===== config.mk =====
export PLATFORM = sky130hd
export DESIGN_NAME = aiq_queue
export DESIGN_NICKNAME = d
export VERILOG_FILES = /design/src/rtl/aiq_pkg.sv /design/src/rtl/aiq_queue.sv
export SDC_FILE = /design/constraint.sdc
export NUM_CORES = 1
export LEC_CHECK = 0
export BUFFER_PORTS_ARGS = -buffer_cell sky130_fd_sc_hd__buf_2
export CORE_AREA = 2 2 424 426
export CTS_CLUSTER_SIZE = 12
export DETAILED_ROUTE_END_ITERATION = 16
export DIE_AREA = 0 0 426 428
export PLACE_DENSITY = 0.39
export SYNTH_ARGS = -nofsm -noshare
export SYNTH_HDL_FRONTEND = slang
export SYNTH_SLANG_ARGS = --single-unit
export TNS_END_PERCENT = 5

===== constraint.sdc =====
create_clock -name clk -period 32.5 [get_ports clk]
set_input_delay 3.25 -clock clk [delete_from_list [all_inputs] [get_ports clk]]
set_output_delay 3.25 -clock clk [all_outputs]
set_load 0.03 [all_outputs]

===== src/rtl/aiq_pkg.sv =====
`timescale 1ns / 1ps

package aiq_pkg;

  // numerator: signed, at most 2^51 in magnitude
  localparam int NumW  = 53;
  // divisor: signed determinant, exact
  localparam int DenW  = 65;
  // magnitudes
  localparam int NumMagW = NumW - 1;
  localparam int DenMagW = DenW - 1;
  // one quotient bit per step
  localparam int Steps = NumMagW;
  localparam int CntW  = $clog2(Steps);
  localparam int Lanes = 4;
  localparam int FracW = 10;

  // 1.0 squared in Q10
  localparam logic signed [NumW-1:0] OneSq = NumW'(1) <<< (2 * FracW);
  localparam logic signed [NumW-1:0] NumZero = '0;
  localparam logic signed [DenW-1:0] DenOne  = DenW'(1);

  typedef struct packed {
    logic signed [NumW-1:0] num;
    logic signed [DenW-1:0] den;
  } lane_t;

  typedef struct packed {
    lane_t [Lanes-1:0]  lane;
    logic signed [31:0] tx;
    logic signed [31:0] ty;
    logic               fail;
  } job_t;

endpackage


===== src/rtl/aiq_queue.sv =====
`timescale 1ns / 1ps

module aiq_queue (
  input  logic          clk,
  input  logic          rst_n,
  input  logic          push,
  input  aiq_pkg::job_t push_data,
  output logic          full,
  input  logic          pop,
  output logic          empty,
  output aiq_pkg::job_t head
);

  aiq_pkg::job_t slot_r [2];
  logic          wr_ptr_r, rd_ptr_r;
  logic [1:0]    cnt_r;

  assign full  = (cnt_r == 2'd2);
  assign empty = (cnt_r == 2'd0);
  assign head  = slot_r[rd_ptr_r];

  always_ff @(posedge clk) begin
    if (!rst_n) begin
      wr_ptr_r <= 1'b0;
      rd_ptr_r <= 1'b0;
      cnt_r    <= 2'd0;
    end else begin
      if (push) begin
        wr_ptr_r <= !wr_ptr_r;
      end
      if (pop) begin
        rd_ptr_r <= !rd_ptr_r;
      end
      if (push && !pop) begin
        cnt_r <= cnt_r + 2'd1;
      end else if (pop && !push) begin
        cnt_r <= cnt_r - 2'd1;
      end
    end
  end

  always_ff @(posedge clk) begin
    if (push) begin
      slot_r[wr_ptr_r] <= push_data;
    end
  end

endmodule


# Yosys cells after proc, flatten, opt, wreduce, memory -nomap -nowiden
# Memories as Yosys holds them, arrays and structs flattened. A register that Yosys moved wholly into a read port is not among the register bits.
# Cells that the tools add are included.
[word_totals]
output_inout_bits = 539
register_bits = 4
mem_count = 1
word_cells = 21
input_bits = 541
ram_bits = 1074
[memory_table]
columns = ["memory", "depth", "width", "rd", "rd_ports_with_merged_regs", "write_ports", "line_no", "text"]
rows = [
  ["slot_r", 2, 537, 1, 1, 1, "aiq_queue.sv:14", "aiq_pkg::job_t slot_r [2];"],
]
[op_classes]
mux = 6
n_addsub = 2
eq_ne = 1
reduce_logical = 8
[op_table]
columns = ["operator", "n"]
rows = [
  ["$logic_not 1->1", 4],
  ["$mux 1", 4],
  ["$mux 2", 2],
  ["$add 2x1->2 const B", 1],
  ["$eq 2x2->1 const B", 1],
  ["$logic_and 1x1->1", 2],
  ["$logic_not 2->1", 1],
  ["$reduce_bool 2->1", 1],
  ["$sub 2x1->2 const B", 1],
]

# Depth between registers and ports, before layout
# Gate-level depths: netlist of run 1.
[depth]
depth_word = 4
ltp_mapped = 5
mapped_depth_nobuf = 5

# Least setup slack after synthesis of run 1
# Ideal clock, no wire load.
[synth_path]
path_kind = "input port to flip-flop"
from = "input port push"
to = "register wr_ptr_r"
setup_slack_ns = 4.458
arrival_time_ns = 27.875
t_required_ns = 32.333
stages = 2
n_path_buf = 0
setup_time_ns = 0.167
cell_sequence = "nor2b_1 o21a_1"
[synth_rtl]
columns = ["item", "line_no", "text"]
rows = [
  ["from (decl)", "aiq_queue.sv:6", "input logic push,"],
  ["to (signal assigned)", "aiq_queue.sv:29", "wr_ptr_r <= !wr_ptr_r;"],
  ["to (decl)", "aiq_queue.sv:15", "logic wr_ptr_r, rd_ptr_r;"],
]

==> results.toml, run 1 <==
[outcome]
status = "finished clean"

[die]
die_w_um = 426
start_util_pct = 22.06
fp.dieArea_um2 = 182300
io_pins = 1080
core_area_um2 = 177600
die_y_um = 428
rows = 155

[setup_path]
worstSetupPathType = "register to primary output"
crit_slowest_cell = "dfxtp_4"
worstPathArrival_ps = 5440
cp-end-kind = "primary output"
cp_cell_sequence = "buf_4 > buf_4 > buf_4 > buf_12 > mux2_2 > buf_2"
cp_common_cell = "buf_4"
required_ps = 29250
worstPathMaxFanout = 131
critPathLaunchType = "register"
max_stage_delay_ps = 960

[power]
intPower_uw = 2562
swShare_pct = 25.44
powerDensity_nw_per_um2 = 67.10
seq_power_share_pct = 47.6
p_sw_uw = 874.3
ir_drop_v = 0.00004282
power_frac_clock_pct = 39.9
power.leakage_uw = 0.01851
combPwrFrac_pct = 12.5

[flow_run]
drv_cap = 0

[route]
vias = 20900
drc = 0
wire_per_inst_um = 23.51
drt-pass1-iter-count = 4
drt_wl_total_um = 125800
vias_per_cell = 3.907
ant_nets = 0
drt_iter0_drc = 1175

[final_layout]
finalInstanceArea_um2 = 51210
fillers = 17997
layout-drive-gt1-share_pct = 61.05
most-common-layout-cells = "buf_2, edfxtp_1, mux2_2"
area_delta_synth_final_pct = 30.67
final_common_cell = "buf_2"
fin_nets = 3404

[synthesis]
ys_warn_count = 0
syn_nets = 2235
synth.cell_area_um2 = 39190
syn_area_per_cell_um2 = 23.15
ys_ff_latch = 1079
synth_cells = 1693
ys_types = 15
synth-edff-count = 1074
ys_seq_area_share_pct = 82.55
ys_dominant_reg_cell = "edfxtp_1"
synthArstFlopShare_pct = 0

[grt]
antenna_found_initial = 83
grt_use_total_pct = 13.29
grt_max_degree = 154
grt_pass1_vias = 21979
grt_pass1_wl_um = 169600
grt_overflow = 0

[sta]
rsz0062_at_grt = "false"
finalMaxSlewViolations = 0
hold_viol_final = 0
worst_clock_skew_ps = 18.36
setup_viol = 0
relSlewSlack_pct = 30.16
period_needed_ps = 8689
max_slew.worst_pin.slew_ps = 1048
fin_tns_setup_ps = 0
finalCritPeriodShare_pct = 26.74
max_clock_freq_ghz = 0.1151

[hold_path]
hold_class = "register to register"

[clock_tree]
numCtsBuffers = 131
clk_latency_ps = 740
cts_tree = "yes"
clk_pin_slew_ps = 50
post_cts_resized = 0
clockRootBuffer = "clkbuf_16"
htreeDepth = 4
hold_buffers = 0
clkSinkCount = 1079
cts_setup_buffers = 0
cts_buffer_depth = 3

[placement]
place_hpwl_um = 91710
port_buffers = 1079
placed_cell_area_um2 = 47100
routabilityCongestion = 0.8587
power groups by stage:
stage                     combinational, uW  clock (uW)  sequential (uW)
after floorplan                         290           0             1700
after global placement                  437           0             1670
after detailed placement                438           0             1670
after CTS                               439        1420             1640
after global routing                    454        1470             1640
final                                   429        1370             1640
metrics by stage:
step | hold slack [ps] | cells | total power (uW) | setup slack, ps | util, %
6_report | 507.7 | 5349 | 3436 | 23810 | 28.83
2_1_floorplan | 472.9 | 1693 | 1993 | 4458 | -
3_5_place_dp | 500.4 | 5084 | 2104 | 24450 | 26.52
5_1_grt | 588.4 | 5338 | 3568 | 23400 | 28.81
4_1_cts | 508.0 | 5313 | 3497 | 23570 | 28.78
3_3_place_gp | 496.2 | 5084 | 2104 | 24440 | 26.52
synthesized netlist by cell type, drive strengths merged, types with 2 or more instances:
cell	instances	area [um^2]
mux2	537	6047
and2	4	25.02
xor2	2	17.52
buf	60	675.7
nor2b	3	18.77
dfxtp	5	100.1
edfxtp	1074	32250
area by class of cell:
type | instances | area, um^2 | share of cell area (%)
Tap cell | 2355 | 2947 | 5.754
Antenna cell | 36 | 90.09 | 0.1759
Clock buffer | 163 | 3483 | 6.802
Sequential cell | 1079 | 32350 | 63.18
Timing Repair Buffer | 1096 | 5628 | 10.99
Multi-Input combinational cell | 553 | 6170 | 12.05
Inverter | 1 | 3.754 | 0.007330
Clock inverter | 66 | 534.3 | 1.043
critical path, delay by kind of cell, from the launching register on:
kind,cells,cell delay [ps]
muxes,1,420
buffers and inverters,5,2920
DFF,1,960
sequential cells by signal, summed over array words and instances, names as in the netlist, named ones only:
register / cells
cnt_r: 2
rd_ptr_r: 1
slot_r: 1074
wr_ptr_r: 1
kinds of logic after synthesis:
family                   synth area share [%]
flip-flops                              82.55
XOR/XNOR                              0.06706
adder cells (fa/ha/maj)               0.03192
multiplexers                            15.43
AO/OA/AOI/OAI                         0.05108
AND/OR/NAND/NOR                        0.1373
buffers and inverters                   1.734
layer usage:
layer / track usage (%) / routed length, um / vias to the layer above
met4: 6.013 / 5006 / 46
met2: 23.71 / 65900 / 831
met3: 5.002 / 10390 / 271
met1: 13.69 / 44200 / 10548
met5: 0 / 272 / -
li1: - / - / 9204
worst paths after layout:
check	startpoint	slack, ps	end	cells past startpoint
setup / recovery	register	23810	head[314]	6
hold / removal	cnt_r[1]	510	cnt_r[1]	2
setup reg to reg	wr_ptr_r	29170	slot_r[0][214]	4
hold reg to reg	cnt_r[1]	510	cnt_r[1]	2
(Power assumes the default switching activity.)
==> run 2, diff against run 1 <==
ABC_AREA = 1   (was default)
clock period = 8.4 ns   (was 32.5 ns; I/O delays follow)
==> run 2 against run 1 <==
Effect of this change: worst hold slack worse by 230 ps; global-route usage down 1.1 points; sequential share of layout area up 0.33 points; final cell count down 0.17%; sequential cell count unchanged; non-clock buffer count up 6; count of clock-buffer cells in the layout down 1; synthesized cell count up 0.77%; utilization down 0.15 points; die area unchanged.
==> results.toml, run 2 <==
[sta]
finalCritPeriodShare_pct = 51.67
max_slew.worst_pin.slew_ps = 1072
timing.final.ws_setup_ps = 4060
period_needed_ps = 4340
fin_tns_setup_ps = 0
max_clock_freq_ghz = 0.2304
finalMaxSlewViolations = 0
relSlewSlack_pct = 28.52
rsz0062_at_grt = "false"
worst_clock_skew_ps = 11.92
setup_viol = 0
hold_viol_final = 0

[clock_tree]
htreeDepth = 3
clockRootBuffer = "clkbuf_16"
post_cts_resized = 0
clk_pin_slew_ps = 60
cts_setup_buffers = 0
clkSinkCount = 1079
clk_latency_ps = 750
hold_buffers = 0
cts_buffer_depth = 3
cts_tree = "yes"
numCtsBuffers = 121

[grt]
grt_pass1_vias = 21232
grt_use_total_pct = 12.17
antenna_found_initial = 70
grt_max_degree = 139
grt_overflow = 0
grt_pass1_wl_um = 159100

[power]
power.leakage_uw = 0.01844
powerDensity_nw_per_um2 = 251.0
power.total_uw = 12790
ir_drop_v = 0.0001702

[final_layout]
layout-drive-gt1-share_pct = 60.60
biggestRegsByFlops = "slot_r x1074, cnt_r x2"
area_delta_synth_final_pct = 29.96
most-common-layout-cells = "buf_2, edfxtp_1, mux2_2"
fin_nets = 3413
final_common_cell = "buf_2"
top_register = "slot_r"
largest_register_ffs = 1074

[synthesis]
synth.cell_area_um2 = 39200
ys_warn_count = 0
synth.area.top_cells = "edfxtp_1, mux2_2, buf_6"
ys_ff_latch = 1079
ys_seq_area_share_pct = 82.53
yosys.area.top_type_share_pct = 82.27
syn_nets = 2248
ys_types = 12
syn_area_per_cell_um2 = 22.98
synth_area_leader_cell = "edfxtp_1"
synthArstFlopShare_pct = 0
synth_most_common_cell = "edfxtp_1"
ys_dominant_reg_cell = "edfxtp_1"
synth-edff-count = 1074
synth_common_cells = "edfxtp_1, mux2_2, buf_6"
synth_cells = 1706

[route]
ant_nets = 0
drc = 0
drt_iter0_drc = 995
vias = 20512
drt_wl_total_um = 115800
drt-pass1-iter-count = 4
wire_per_inst_um = 21.69
vias_per_cell = 3.841

[placement]
pre_cts_slack_ps = 4817
routabilityCongestion = 0.8384
port_buffers = 1079
place_hpwl_um = 82130

[setup_path]
max_stage_delay_ps = 790
worstPathMaxFanout = 132
cp_cell_sequence = "buf_12 > buf_12 > mux2_2 > buf_2"
cp-end-kind = "primary output"
crit_slowest_cell = "dfxtp_4"
cp_common_cell = "buf_12"
worstPathArrival_ps = 3500
critPathLaunchType = "register"
required_ps = 7560
worstSetupPathType = "register to primary output"

[flow_run]
drv_cap = 0

[die]
start_util_pct = 22.07
fp.dieArea_um2 = 182300
core_area_um2 = 177600
die_y_um = 428
io_pins = 1080
rows = 155
die_w_um = 426

[hold_path]
hold_class = "input pin to register"

[outcome]
status = "finished clean"
-- run 2: cell types whose count changed in the layout (fill, tap and decap cells not counted), sizes merged, moves of 2 or more --
cell / before / now
nand2: 0 / 8
xor2: 2 / 0
nor2b: 3 / 0
clkinv: 49 / 52
buf: 1096 / 1102
diode: 36 / 13
nor2: 1 / 9
and2: 4 / 0
-- run 2: where the power goes --
part | leakage, uW | switching (uW) | internal [uW]
clock | 0.00181 | 2100 | 2870
combinational | 0.00650 | 1020 | 488
sequential | 0.0101 | 66.8 | 6250
total | 0.0184 | 3180 | 9610
-- run 2: area by class of cell --
| cell class | count | area (um^2) |
|---|---|---|
| Antenna cell | 13 | 32.53 |
| Tap cell | 2355 | 2947 |
| Multi-Input combinational cell | 559 | 6168 |
| Clock inverter | 62 | 454.2 |
| Fill cell | 17980 | 126700 |
| Clock buffer | 162 | 3246 |
| Inverter | 8 | 46.29 |
| Sequential cell | 1079 | 32350 |
| Timing Repair Buffer | 1102 | 5698 |
-- run 2: worst max-delay path: cells and delay by family, from the launching register on --
family,cells,cell delay [ps]
buffers and inverters,3,1070
flip-flops,1,790
multiplexers,1,460
-- run 2: metrics by stage --
step	utilization [%]	hold slack, ps	cells	cell area [um^2]
finish	28.68	275.3	5340	50950
global route	28.67	192.0	5334	50930
CTS	28.66	163.4	5327	50910
detailed placement	26.58	485.8	5103	47210
global placement	26.58	475.8	5103	47210
floorplan	-	463.5	1706	39240
-- run 2: cell families after synthesis --
kind of cell,synth area share [%]
compound gates,0.02551
buf+inv,1.800
mux,15.43
flops,82.53
fa+ha+maj,0.03191
simple gates,0.1915
-- run 2: worst paths after layout --
path | start | to | slack, ps | cells after the start
worst max-delay path | register | head[308] | 4060 | 4
worst min-delay path | push_data[531] | slot_r[0][531] | 280 | 1
worst max register to register | wr_ptr_r | slot_r[1][156] | 5590 | 4
worst min register to register | rd_ptr_r | rd_ptr_r | 500 | 2
-- run 2: metal layers --
metal	GRT usage, %	up-vias	part of all wire [%]
met4	3.742	66	2.9
li1	-	9205	-
met2	21.62	704	51
met1	12.86	10271	37
met5	0	-	0.36
met3	5.289	266	8.7
==> run 3, diff against run 2 <==
PLACE_DENSITY = 0.41   (was 0.39)
clock period = 3.6 ns   (was 8.4 ns; I/O delays follow)
==> run 3 against run 2 <==
Effect of this change: count of clock-buffer cells in the layout down 9; sequential share of layout area is 6.4 points lower; first-iteration DRC count increased by 14%; via count rose by 10%; setup slack worse by 3400 ps; register-to-register slack lost 3800 ps; wire length rose by 2.3%; final area grew 11%; sequential power rose by 130%; critical path depth did not move; die area unchanged; utilization increased by 3.2 points; critical path type unchanged; largest power group unchanged; highest routed layer unchanged.
==> results.toml, run 3 (synthesis gave the netlist of run 2 again) <==
[die]
start_util_pct = 22.07
io_pins = 1080
die_y_um = 428
core_area_um2 = 177600
die_w_um = 426
fp.dieArea_um2 = 182300
rows = 155

[power]
power.leakage_uw = 0.02083
powerDensity_nw_per_um2 = 534.2
ir_drop_v = 0.0003648
seq_power_share_pct = 48.7
power.total_uw = 30260
power_frac_clock_pct = 37.8
intPower_uw = 22720
combPwrFrac_pct = 13.6
swShare_pct = 24.92
p_sw_uw = 7542

[final_layout]
biggestRegsByFlops = "slot_r x1074, cnt_r x2"
area_delta_synth_final_pct = 44.50
layout-drive-gt1-share_pct = 51.60
top_register = "slot_r"
seq_area_um2 = 32360
fin_nets = 3979
final_common_cell = "buf_2"
most-common-layout-cells = "buf_2, edfxtp_1, dlygate4sd3_1"
largest_register_ffs = 1074
multi_input_area_um2 = 6168
fillers = 17636

[flow_run]
drv_cap = 0

[sta]
max_clock_freq_ghz = 0.3361
fin_tns_setup_ps = 0
hold_viol_final = 0
finalMaxSlewViolations = 0
period_needed_ps = 2975
relSlewSlack_pct = 48.83
max_slew.worst_pin.slew_ps = 767.6
worst_clock_skew_ps = 28.58
rsz0062_at_grt = "false"
setup_viol = 0
finalCritPeriodShare_pct = 82.64

[grt]
grt_overflow = 0
antenna_found_initial = 18
grt_pass1_wl_um = 167200
grt_pass1_vias = 24625
grt_max_degree = 109
grt_use_total_pct = 12.51

[route]
ant_nets = 0
drt_wl_total_um = 118400
drt-pass1-iter-count = 5
wire_per_inst_um = 20.05
drt_iter0_drc = 1134
vias_per_cell = 3.822
drc = 0
vias = 22573

[clock_tree]
hold_buffers = 540
cts_tree = "yes"
clk_latency_ps = 750
numCtsBuffers = 119
htreeDepth = 3
cts_setup_buffers = 0
clockRootBuffer = "clkbuf_16"
cts_buffer_depth = 3
clk_pin_slew_ps = 60
clkSinkCount = 1079
post_cts_resized = 0

[outcome]
status = "finished clean"

[setup_path]
worstPathMaxFanout = 57
timing.rr.end = "slot_r[1][297]"
worstReg2RegStart = "wr_ptr_r"
required_ps = 3240
rr_worst_depth = 3
cp-end-kind = "primary output"
worstPathArrival_ps = 2620
worstSetupPathType = "register to primary output"
reg2reg_slack_ps = 1740
critPathLaunchType = "register"

[hold_path]
hold_class = "input pin to register"
min_to = "slot_r[1][466]"
hold_depth = 2
hold_start = "push_data[466]"

[placement]
routabilityCongestion = 0.8490
place_hpwl_um = 85910
port_buffers = 1079
==> run 3: worst max-delay path by stage <==
stage          startpoint            to
2_1_floorplan        push  slot_r[1][0]
3_3_place_gp     register     head[301]
3_5_place_dp     register     head[305]
4_1_cts          register     head[305]
5_1_grt          register     head[301]
6_report         register     head[301]
==> run 3: metrics by stage <==
stage	instances	utilization (%)	setup slack, ps	hold WS (ps)	instance area (um^2)
2_1_floorplan	1706	-	-5281	458.9	39240
3_3_place_gp	5131	26.77	1380	484.1	47560
3_5_place_dp	5131	26.77	1352	491.1	47560
4_1_cts	5890	31.86	484.4	220.6	56610
5_1_grt	5904	31.88	420.5	251.5	56640
6_report	5906	31.89	624.9	334.5	56650
==> run 3: layout make-up <==
type	count	share of cell area (%)
antenna	16	0.07068
multi-input combinational	559	10.89
clock buffer	153	5.595
inverter	8	0.08173
clock inverter	66	0.8261
tap	2355	5.202
sequential	1079	57.12
timing repair buffer	1670	20.22
==> run 3: power by group through the flow <==
stage	sequential (uW)	clock, uW	combinational (uW)
after floorplan	15100	0	2280
after global placement	15000	0	3640
after detailed placement	15000	0	3650
after CTS	14700	11800	4200
after global routing	14800	12300	4350
final	14700	11400	4100
==> run 3: metal layers <==
metal / global-route usage [%] / vias up / part of all wire (%)
li1: - / 10344 / -
met1: 13.79 / 11322 / 38
met2: 21.93 / 708 / 51
met3: 4.466 / 193 / 7.6
met4: 4.599 / 6 / 3.3
met5: 0 / - / 0.033
==> run 3: worst max-delay path, stage by stage, from the launching register on <==
cell,delay (ps)
dfxtp_4,530
buf_12,290
buf_12,310
mux2_2,400
buf_2,180
